===== config.mk =====
export PLATFORM = sky130hd
export DESIGN_NAME = arithmetic_encoder_step_unit
export DESIGN_NICKNAME = d
export VERILOG_FILES = /design/src/hw/rtl/aenc_pkg.sv /design/src/hw/rtl/arithmetic_encoder_step_unit.sv
export SDC_FILE = /design/constraint.sdc
export NUM_CORES = 2
export LEC_CHECK = 0
export BUFFER_PORTS_ARGS = -buffer_cell sky130_fd_sc_hd__buf_4
export CAP_MARGIN = 10
export CORE_MARGIN = 4
export CORE_UTILIZATION = 34
export DETAILED_ROUTE_END_ITERATION = 8
export MAX_ROUTING_LAYER = met4
export PLACE_DENSITY = 0.48
export SLEW_MARGIN = 15
export SYNTH_ARGS = -nofsm -noshare
export SYNTH_HDL_FRONTEND = slang
export SYNTH_SLANG_ARGS = --single-unit

===== constraint.sdc =====
create_clock -name clk_i -period 19.9 [get_ports clk_i]
set_clock_uncertainty 0.15 [all_clocks]
set_input_delay 0 -clock clk_i [delete_from_list [all_inputs] [get_ports clk_i]]
set_output_delay 0 -clock clk_i [all_outputs]
set_load 0.02 [all_outputs]

===== src/hw/rtl/aenc_pkg.sv =====
// ----------------------------------------------------------------------------
// aenc_pkg: shared types and constants of the arithmetic encoder step unit
// Field widths, stream widths, result status codes and sequencer states.
// ----------------------------------------------------------------------------
package aenc_pkg;

  localparam int unsigned DefPrecision = 32;
  localparam longint unsigned MaxTotal = 64'd65536;

  localparam int unsigned SymW    = 17;
  localparam int unsigned FollowW = 32;
  localparam logic [FollowW-1:0] FollowMax = '1;

  // stream widths: input is three symbol fields, output is bit and follow count
  localparam int unsigned STdataW = 56;
  localparam int unsigned MTdataW = 40;
  localparam int unsigned MTuserW = 3;

  typedef enum logic [1:0] {
    STAT_OK         = 2'd0,
    STAT_BAD_RANGE  = 2'd1,
    STAT_FOLLOW_OVF = 2'd2,
    STAT_REFUSED    = 2'd3
  } status_e;

  typedef enum logic [2:0] {
    S_IDLE,
    S_MUL,
    S_DIV,
    S_RENORM,
    S_CLOSE
  } state_e;

endpackage


===== src/hw/rtl/arithmetic_encoder_step_unit.sv =====
// ----------------------------------------------------------------------------
// arithmetic_encoder_step_unit: binary arithmetic encoder with follow bits
// Narrows the code interval per symbol with a shared two-bit-per-cycle restoring divider,
// renormalizes one step per cycle unless the output stalls and streams one beat per bit
// (bitless if an item has none), with a sticky error on bad ranges and follow overflow.
// ----------------------------------------------------------------------------
//
//  channel  | direction | tdata (low bit up)                  | tuser / tlast
//  ---------+-----------+-------------------------------------+---------------------------
//  s_axis   | in        | sym_low, sym_high, sym_total, zeros | tuser = mode
//  m_axis   | out       | out_bit, follow_count, zeros        | tuser = has_bit, status;
//           |           |                                     | tlast = last
//
// an encode item runs the two scaling divisions through the one divider, each a
// multiply step and divide steps over a QW-bit word, QW = PRECISION+1 rounded up
// to even, then the renormalization steps.
// finish, refused and bad-range items go from idle straight to the close state.
// s_axis_tready_o is high only while the sequencer is idle; a full output
// register with tready low stalls renormalization when a second bit is due.
// rst_ni clears the interval to full range, the follow count and error flags.

module arithmetic_encoder_step_unit
  import aenc_pkg::*;
#(
  parameter int unsigned PRECISION = DefPrecision
) (
  input  logic               clk_i,
  input  logic               rst_ni,
  input  logic               s_axis_tvalid_i,
  output logic               s_axis_tready_o,
  input  logic [STdataW-1:0] s_axis_tdata_i,  // sym_low, sym_high, sym_total
  input  logic               s_axis_tuser_i,  // mode
  output logic               m_axis_tvalid_o,
  input  logic               m_axis_tready_i,
  output logic [MTdataW-1:0] m_axis_tdata_o,  // out_bit, follow_count
  output logic [MTuserW-1:0] m_axis_tuser_o,  // has_bit, status
  output logic               m_axis_tlast_o
);

  localparam int unsigned PW   = PRECISION;
  localparam int unsigned RW   = PW + 1;
  localparam int unsigned QW   = 2 * ((PW + 2) / 2);
  localparam int unsigned PRW  = RW + SymW;
  localparam int unsigned CntW = $clog2(QW / 2);
  localparam logic [PW-1:0] HalfC    = PW'(1) << (PW - 1);
  localparam logic [PW-1:0] QuarterC = PW'(1) << (PW - 2);

  state_e state_q, state_d;

  logic [PW-1:0]      low_q, low_d, high_q, high_d;
  logic [FollowW-1:0] pending_q, pending_d;
  logic               healthy_q, healthy_d, flushed_q, flushed_d;
  logic [SymW-1:0]    sl_q, sl_d, sh_q, sh_d, st_q, st_d;
  logic [RW-1:0]      range_q, range_d;
  logic               sel_q, sel_d;
  logic [SymW-1:0]    rem_q, rem_d;
  logic [QW-1:0]      num_q, num_d;
  logic [CntW-1:0]    cnt_q, cnt_d;
  status_e            status_q, status_d;
  logic               held_valid_q, held_valid_d, held_bit_q, held_bit_d;
  logic [FollowW-1:0] held_fc_q, held_fc_d;
  logic               out_valid_q, out_valid_d, out_has_q, out_has_d;
  logic               out_bit_q, out_bit_d, out_last_q, out_last_d;
  logic [FollowW-1:0] out_fc_q, out_fc_d;
  status_e            out_status_q, out_status_d;

  logic            in_acc, out_free;
  logic [SymW-1:0] in_low, in_high, in_total;
  logic            refuse, bad_range, follow_full;
  logic            rn_zero, rn_one, rn_mid, rn_emit, rn_stall;
  logic [PRW-1:0]  prod;
  logic [SymW:0]   trial1, trial2, rem1, rem2;
  logic            qb1, qb2;
  logic [QW-1:0]   num_next;
  logic [RW-1:0]   quo;
  logic [PW-1:0]   rn_low, rn_high;

  assign in_low   = s_axis_tdata_i[SymW-1:0];
  assign in_high  = s_axis_tdata_i[2*SymW-1:SymW];
  assign in_total = s_axis_tdata_i[3*SymW-1:2*SymW];

  assign s_axis_tready_o = (state_q == S_IDLE);
  assign in_acc          = s_axis_tvalid_i && s_axis_tready_o;
  assign out_free        = !out_valid_q || m_axis_tready_i;

  assign refuse      = !healthy_q || flushed_q;
  assign follow_full = (pending_q == FollowMax);
  assign bad_range   = (in_total == '0) || (64'(in_total) > 64'(MaxTotal))
                    || (64'(in_total) > 64'(QuarterC)) || (in_low >= in_high)
                    || (in_high > in_total);

  // product of range and cumulative bound, split into remainder and shift word
  assign prod = PRW'(range_q) * PRW'(sel_q ? sl_q : sh_q);

  // two restoring division steps per cycle
  always_comb begin
    trial1   = {rem_q, num_q[QW-1]};
    qb1      = (trial1 >= {1'b0, st_q});
    rem1     = qb1 ? (trial1 - {1'b0, st_q}) : trial1;
    trial2   = {rem1[SymW-1:0], num_q[QW-2]};
    qb2      = (trial2 >= {1'b0, st_q});
    rem2     = qb2 ? (trial2 - {1'b0, st_q}) : trial2;
    num_next = {num_q[QW-3:0], qb1, qb2};
    quo      = num_next[RW-1:0];
  end

  // renormalization decode
  assign rn_zero  = !high_q[PW-1];
  assign rn_one   = high_q[PW-1] && low_q[PW-1];
  assign rn_mid   = high_q[PW-1] && !low_q[PW-1] && low_q[PW-2] && !high_q[PW-2];
  assign rn_emit  = rn_zero || rn_one;
  assign rn_stall = rn_emit && held_valid_q && !out_free;

  always_comb begin
    rn_low  = low_q;
    rn_high = high_q;
    if (rn_one) begin
      rn_low  = low_q - HalfC;
      rn_high = high_q - HalfC;
    end else if (rn_mid) begin
      rn_low  = low_q - QuarterC;
      rn_high = high_q - QuarterC;
    end
  end

  // next state
  always_comb begin
    state_d = state_q;
    unique case (state_q)
      S_IDLE: begin
        if (in_acc) begin
          if (refuse || s_axis_tuser_i || bad_range) begin
            state_d = S_CLOSE;
          end else begin
            state_d = S_MUL;
          end
        end
      end
      S_MUL: state_d = S_DIV;
      S_DIV: begin
        if (cnt_q == '0) begin
          state_d = sel_q ? S_RENORM : S_MUL;
        end
      end
      S_RENORM: begin
        if (rn_mid && follow_full) begin
          state_d = S_CLOSE;
        end else if (!rn_emit && !rn_mid) begin
          state_d = S_CLOSE;
        end
      end
      S_CLOSE: begin
        if (out_free) begin
          state_d = S_IDLE;
        end
      end
      default: state_d = S_IDLE;
    endcase
  end

  // datapath and outputs
  always_comb begin
    low_d        = low_q;
    high_d       = high_q;
    pending_d    = pending_q;
    healthy_d    = healthy_q;
    flushed_d    = flushed_q;
    sl_d         = sl_q;
    sh_d         = sh_q;
    st_d         = st_q;
    range_d      = range_q;
    sel_d        = sel_q;
    rem_d        = rem_q;
    num_d        = num_q;
    cnt_d        = cnt_q;
    status_d     = status_q;
    held_valid_d = held_valid_q;
    held_bit_d   = held_bit_q;
    held_fc_d    = held_fc_q;
    out_valid_d  = out_valid_q && !m_axis_tready_i;
    out_has_d    = out_has_q;
    out_bit_d    = out_bit_q;
    out_fc_d     = out_fc_q;
    out_last_d   = out_last_q;
    out_status_d = out_status_q;

    unique case (state_q)
      S_IDLE: begin
        if (in_acc) begin
          sl_d     = in_low;
          sh_d     = in_high;
          st_d     = in_total;
          sel_d    = 1'b0;
          range_d  = {1'b0, high_q} - {1'b0, low_q} + RW'(1);
          status_d = STAT_OK;
          if (refuse) begin
            healthy_d = 1'b0;
            status_d  = STAT_REFUSED;
          end else if (s_axis_tuser_i) begin
            if (follow_full) begin
              healthy_d = 1'b0;
              status_d  = STAT_FOLLOW_OVF;
            end else begin
              flushed_d    = 1'b1;
              held_valid_d = 1'b1;
              held_bit_d   = (low_q >= QuarterC);
              held_fc_d    = pending_q + FollowW'(1);
              pending_d    = '0;
            end
          end else if (bad_range) begin
            healthy_d = 1'b0;
            status_d  = STAT_BAD_RANGE;
          end
        end
      end
      S_MUL: begin
        rem_d = SymW'(prod >> QW);
        num_d = prod[QW-1:0];
        cnt_d = CntW'(QW / 2 - 1);
      end
      S_DIV: begin
        rem_d = rem2[SymW-1:0];
        num_d = num_next;
        cnt_d = cnt_q - CntW'(1);
        if (cnt_q == '0) begin
          if (!sel_q) begin
            high_d = PW'({1'b0, low_q} + quo - RW'(1));
            sel_d  = 1'b1;
          end else begin
            low_d = PW'({1'b0, low_q} + quo);
          end
        end
      end
      S_RENORM: begin
        if (rn_emit && !rn_stall) begin
          if (held_valid_q) begin
            out_valid_d  = 1'b1;
            out_has_d    = 1'b1;
            out_bit_d    = held_bit_q;
            out_fc_d     = held_fc_q;
            out_last_d   = 1'b0;
            out_status_d = STAT_OK;
          end
          held_valid_d = 1'b1;
          held_bit_d   = rn_one;
          held_fc_d    = pending_q;
          pending_d    = '0;
          low_d        = {rn_low[PW-2:0], 1'b0};
          high_d       = {rn_high[PW-2:0], 1'b1};
        end else if (rn_mid) begin
          if (follow_full) begin
            healthy_d = 1'b0;
            status_d  = STAT_FOLLOW_OVF;
          end else begin
            pending_d = pending_q + FollowW'(1);
            low_d     = {rn_low[PW-2:0], 1'b0};
            high_d    = {rn_high[PW-2:0], 1'b1};
          end
        end
      end
      S_CLOSE: begin
        if (out_free) begin
          out_valid_d  = 1'b1;
          out_has_d    = held_valid_q;
          out_bit_d    = held_valid_q && held_bit_q;
          out_fc_d     = held_valid_q ? held_fc_q : '0;
          out_last_d   = 1'b1;
          out_status_d = status_q;
          held_valid_d = 1'b0;
        end
      end
      default: ;
    endcase
  end

  always_ff @(posedge clk_i or negedge rst_ni) begin
    if (!rst_ni) begin
      state_q      <= S_IDLE;
      low_q        <= '0;
      high_q       <= '1;
      pending_q    <= '0;
      healthy_q    <= 1'b1;
      flushed_q    <= 1'b0;
      held_valid_q <= 1'b0;
      out_valid_q  <= 1'b0;
    end else begin
      state_q      <= state_d;
      low_q        <= low_d;
      high_q       <= high_d;
      pending_q    <= pending_d;
      healthy_q    <= healthy_d;
      flushed_q    <= flushed_d;
      held_valid_q <= held_valid_d;
      out_valid_q  <= out_valid_d;
    end
  end

  always_ff @(posedge clk_i) begin
    sl_q         <= sl_d;
    sh_q         <= sh_d;
    st_q         <= st_d;
    range_q      <= range_d;
    sel_q        <= sel_d;
    rem_q        <= rem_d;
    num_q        <= num_d;
    cnt_q        <= cnt_d;
    status_q     <= status_d;
    held_bit_q   <= held_bit_d;
    held_fc_q    <= held_fc_d;
    out_has_q    <= out_has_d;
    out_bit_q    <= out_bit_d;
    out_fc_q     <= out_fc_d;
    out_last_q   <= out_last_d;
    out_status_q <= out_status_d;
  end

  assign m_axis_tvalid_o = out_valid_q;
  assign m_axis_tdata_o  = {(MTdataW - FollowW - 1)'(0), out_fc_q, out_bit_q};
  assign m_axis_tuser_o  = {out_status_q, out_has_q};
  assign m_axis_tlast_o  = out_last_q;

endmodule


# Word level (Yosys, flattened, before mapping)
# Cells that the tools add are included.
totals:
  regBits: 316
  latchBits: 0
  ram_bits: 0
  rom_bits: 0
  input_bits: 61
  output_inout_bits: 46
  wordCells: 219
  mem_count: 0
classes:
  add_sub_neg: 12
  n_mul: 1
  n_div: 0
  magnitude_cmp: 6
  eq_ne: 22
  shifts: 0
  n_mux: 101
  n_bitwise: 2
  n_reduce_logical: 51
op_table:
  columns: ["operator", "n"]
  rows:
  - ["32-bit two-way mux", 25]
  - ["32-bit one-hot mux with 2 select lines", 5]
  - ["31-bit two-way mux", 4]
  - ["34-bit one-hot mux with 2 select lines", 1]
  - ["31-bit by 1-bit subtractor with 31-bit output (second input constant)", 2]
  - ["31-bit subtractor (second input constant)", 2]
  - ["17-bit two-way mux", 3]
  - ["33-bit by 17-bit multiplier with 50-bit output", 1]
  - ["18-bit by 17-bit >= comparator with 1-bit output", 2]
  - ["17-bit one-hot mux with 2 select lines", 1]
  - ["17-bit subtractor", 2]
  - ["33-bit by 1-bit adder with 33-bit output (second input constant)", 1]
  - ["1-bit two-way mux", 33]
  - ["32-bit by 32-bit subtractor with 33-bit output", 1]
  - ["32-bit by 1-bit adder with 32-bit output (second input constant)", 1]
  - ["32-bit adder", 1]
  - ["32-bit == test (second input constant)", 1]
  - ["32-bit by 31-bit >= comparator with 1-bit output (second input constant)", 1]
  - ["32-bit by 1-bit subtractor with 32-bit output (second input constant)", 1]
  - ["5-bit AND reduction", 5]
  - ["2-bit two-way mux", 11]
  - ["2-bit inequality test (second input constant)", 11]
  - ["3-bit two-way mux", 6]
  - ["17-bit >= comparator", 1]
  - ["28 further kinds", 73]

# Longest topological paths before layout
logic_depth:
  word_depth: 10
  ltp_mapped: 39
  ltp_nobuf: 36

# Worst setup path before layout
# No wires, ideal clock.
synth_path:
  path_type: "register -> register"
  from: "reg num_q[33]"
  to: "reg high_q[27]"
  setup_time_ns: 0.085
  arrival_time_ns: 7.907
  required_time_ns: 19.665
  slack_ns: 11.757
  stages_incl_launch_ff: 37
  path_buffers: 2
  period_less_slack_ns: 8.143
  cell_sequence: "edfxtp_1 inv_1 ha_1 inv_1 fa_1 a21oi_1 o21ai_0 a2111oi_0 o31ai_1 o21ai_0 nand2_1 clkbuf_1 a21oi_1 fa_1 a21o_1 a21oi_1 o221ai_1 nand3_1 and2_1 a211oi_1 o22ai_1 o211ai_1 clkbuf_1 ha_1 inv_1 fa_1 and2b_1 o2111ai_2 a31o_2 o21ai_0 a211oi_1 and4bb_4 nand4_4 or4b_4 nor4_4 mux2i_1 nand3_1"
synth_via:
  elab_chain_cells: 8
  elab_cells_between_ends: 9
  cone_classes: "add/sub (3); order compare (2); mux (4)"
synth_lines:
  columns: ["item", "line", "text"]
  rows:
  - ["start, declared", "arithmetic_encoder_step_unit.sv:57", "logic [QW-1:0] num_q, num_d;"]
  - ["start signal, assigned", "arithmetic_encoder_step_unit.sv:305", "num_q <= num_d;"]
  - ["17-bit subtractor / 18-bit by 17-bit >= comparator with 1-bit output (equally long branches)", "arithmetic_encoder_step_unit.sv:99, arithmetic_encoder_step_unit.sv:98", null]
  - ["17-bit two-way mux", "arithmetic_encoder_step_unit.sv:99", "rem1 = qb1 ? (trial1 - {1'b0, st_q}) : trial1;"]
  - ["18-bit by 17-bit >= comparator with 1-bit output", "arithmetic_encoder_step_unit.sv:101", "qb2 = (trial2 >= {1'b0, st_q});"]
  - ["32-bit adder (*)", "arithmetic_encoder_step_unit.sv:227", "high_d = PW'({1'b0, low_q} + quo - RW'(1));"]
  - ["32-bit by 1-bit subtractor with 32-bit output (*)", "arithmetic_encoder_step_unit.sv:227", null]
  - ["32-bit two-way mux (*)", "arithmetic_encoder_step_unit.sv:226", "if (!sel_q) begin"]
  - ["32-bit two-way mux (*)", "arithmetic_encoder_step_unit.sv:225", "if (cnt_q == '0) begin"]
  - ["32-bit one-hot mux with 2 select lines (*)", "arithmetic_encoder_step_unit.sv:187", "unique case (state_q)"]
  - ["end signal, assigned", "arithmetic_encoder_step_unit.sv:289", "high_q <= high_d;"]
  - ["end, declared", "arithmetic_encoder_step_unit.sv:50", "logic [PW-1:0] low_q, low_d, high_q, high_d;"]
# Mark *: on every way between the ends. The rest lies on a longest branch, timed or not. The select of a mux whose other input is x is not followed.
# A chain may end at the register's enable or synchronous reset.

# Worst setup path in the final report
# Ends and elaborated chain as after synthesis.

==> impl_results.md <==
* Post-Route WL at 107000 microns
* Adder-Cell Fraction of Synth Area at 34.3%
* Share of the synthesized area in the top cell type at 24.7%
* XOR/XNOR Fraction of Synth Area at 3.97%
* CTS H-tree depth at 2
* CTS buffer count at 34
* Tightest Hold Check Type: in2reg
* CP dominant cell by count: inv_1
* IO Count at 107
* Critical path fanouts, max at 16
* Slowest stage delay, CP at 930 ps
* Max-Cap Viols at 0
* Antenna violations before repair at 10
* Post-synthesis mux area share at 1.16%
* Vias in the first global route at 29600
* Die footprint at 117000 sq um
* Placed cells at 5601
* PortBufs at 94
* Max Freq at 97.7 MHz
* Bufs and invs on worst path at 6
* Layout cells sized above 1 at 6.95%
* Clock-pin slew on the worst setup and hold paths at 70 ps
* Drt pass-1 iters at 5
* Complex-gate fraction of the synthesized area at 11.5%
* Setup Buffers After CTS at 0
* Initial Utilization at 34.2%
* CTS Sinks at 316
* Mapped Cells at 4188
* Layout area overhead at 10.5%
* Setup TNS at 0 ps
* Core area at 111000 sq um
* GP Congestion at 0.853
* Post-synth EDFFs at 213
* Largest net degree at the start of global routing at 83
* Fin nets at 5038
* Synth Warn # at 0
* Final Cycle Share at 51.4%
* Global Route Usage Sum at 19.2%
* DIE WIDTH at 342 microns
* Commonest non-fill, non-tap cell in the layout: nand2_1
* Non-filler cells, final at 5740
* Crit. End Element: flip-flop
* Main combinational cell family by area after synthesis: adder cells
* Status: finished clean
* Setup violators final at 0
* Most frequent cells in the layout: nand2_1, inv_1, fa_1, ha_1, nor2_1
* Main area contributors after synthesis: fa_1, edfxtp_1, ha_1, nand2_1, inv_1
* HPWL after DPL at 82900 microns
* Global-route wire length before repair at 173000 microns
* Resize count post-CTS at 0
* Area leader, netlist: fa_1
* Part of the Yosys area used for sequential elements at 23.8%
* Startpoint types: flip-flop
* Clock Tree Root: clkbuf_16
* Via density at 5.00
* WHS at 43.8 ps
* Synth unique cells at 91
* Async S/R FF share, synth at 32.6%
* Crit-path leading delay family: compound AO/OA/AOI/OAI gates
* CTS tree: yes
* # hold bufs at CTS at 69
* Synth Area per Inst at 9.05 sq um
* Critical path's slowest cell: a2111oi_0
* DR DRC count at 0
* DR iter-0 viols at 1495
* Worst slew pin tran at 1170 ps
* Rel. slew slack at 21.7%
* Wire per inst at 18.7 microns
* Chip height at 342 microns
* Simple-gate portion of the synthesized area at 16.9%
* Routed Antenna Nets at 0
* RSZ-0062 raised after global routing: no
* Final Max Tran Viols at 0
* Critical Path AT at 10560 ps
* Vias at 28700
* Crit path kind: reg2reg
* Register bit total from synthesis at 316
* Bufs on Longest Clock Path at 3
* Primary FF master, synth: edfxtp_1
* Hold Fails Final Rpt at 0
* Critical path required time at 20230 ps
* Worst skew pair latency at 580 ps
* Syn Std Cell Area at 37900 sq um
* Total gr overflow at 0
* Placement Rows at 122
* Minimum clock period at 10230 ps
worst reg2reg max path, delay by kind of cell, from the launching register on:
family	cells	cell delay [ps]
AOI/OAI and AO/OA	13	3510
xor gates and xnor gates	1	310
adders and majority gates	5	1290
buffers and inverters	6	1300
DFF	1	390
muxes	1	330
and+or+nand+nor	12	2860
area by class of cell:
class	count	area (sq um)
flip-flops and latches	316	9010
diodes	9	22.5
repair buffers	204	1720
multi-input cells	3053	25800
fillers	11300	68800
clock inverters	19	221
clock buffers	42	931
well taps	1488	1860
inverters	609	2290
Yosys cell counts (all sizes together), types with 43 or more instances:
library cell	n
nor2b	147
dfrtp	70
clkbuf	156
nand3	48
and2	68
inv	609
a21oi	208
nand4	46
a21o	67
ha	291
buf	60
and3	43
nor2	232
xnor2	113
fa	468
nand2	651
xor2	58
edfxtp	213
o21ai	199
per-layer routing:
layer	GRT usage, %	wire, microns
met1	27.2	52800
met2	30.5	48900
met3	1.81	3760
met4	3.50	1970
met5	-	0
cell families after synthesis:
logic type               count (synthesis)
flip-flops                             316
adder cells (fa/ha/maj)                759
buffers and inverters                  825
AND/OR/NAND/NOR                       1367
other                                    1
multiplexers                            42
XOR/XNOR                               171
AO/OA/AOI/OAI                          707
path summary, 6_finish.rpt:
kind                       depth (start not counted)  slack, ps              start          to
max in group asynchronous                          4      18430             rst_ni    low_q[1]
min                                                2         40  s_axis_tdata_i[5]     sl_q[5]
max                                               38       9670          num_q[33]  high_q[27]
min reg2reg                                        1        320          flushed_q   flushed_q
max reg2reg                                       38       9670          num_q[33]  high_q[27]
min in group asynchronous                          3        280             rst_ni    low_q[7]
through the flow:
step / utilization (%) / cell area [sq um] / setup slack, ps
after floorplan: - / 37900 / 11760
after global placement: 36.1 / 40000 / 9790
after detailed placement: 36.1 / 40000 / 9740
after CTS: 37.8 / 41900 / 9690
after global routing: 37.8 / 41900 / 8930
final: 37.8 / 41900 / 9670
registers in the layout, summed over array words and instances, names as in the netlist:
register / flops
low_q: 32
state_q: 3
num_q: 34
healthy_q: 1
rem_q: 17
sl_q: 17
status_q: 2
out_status_q: 2
held_fc_q: 32
sh_q: 17
held_valid_q: 1
cnt_q: 5
pending_q: 32
sel_q: 1
out_bit_q: 1
out_has_q: 1
held_bit_q: 1
high_q: 32
out_fc_q: 32
m_axis_tlast_o: 1
st_q: 17
m_axis_tvalid_o: 1
range_q: 33
flushed_q: 1
Power is not shown: default switching activity piles up to over one toggle a cycle in this logic, so the estimate is an artifact.
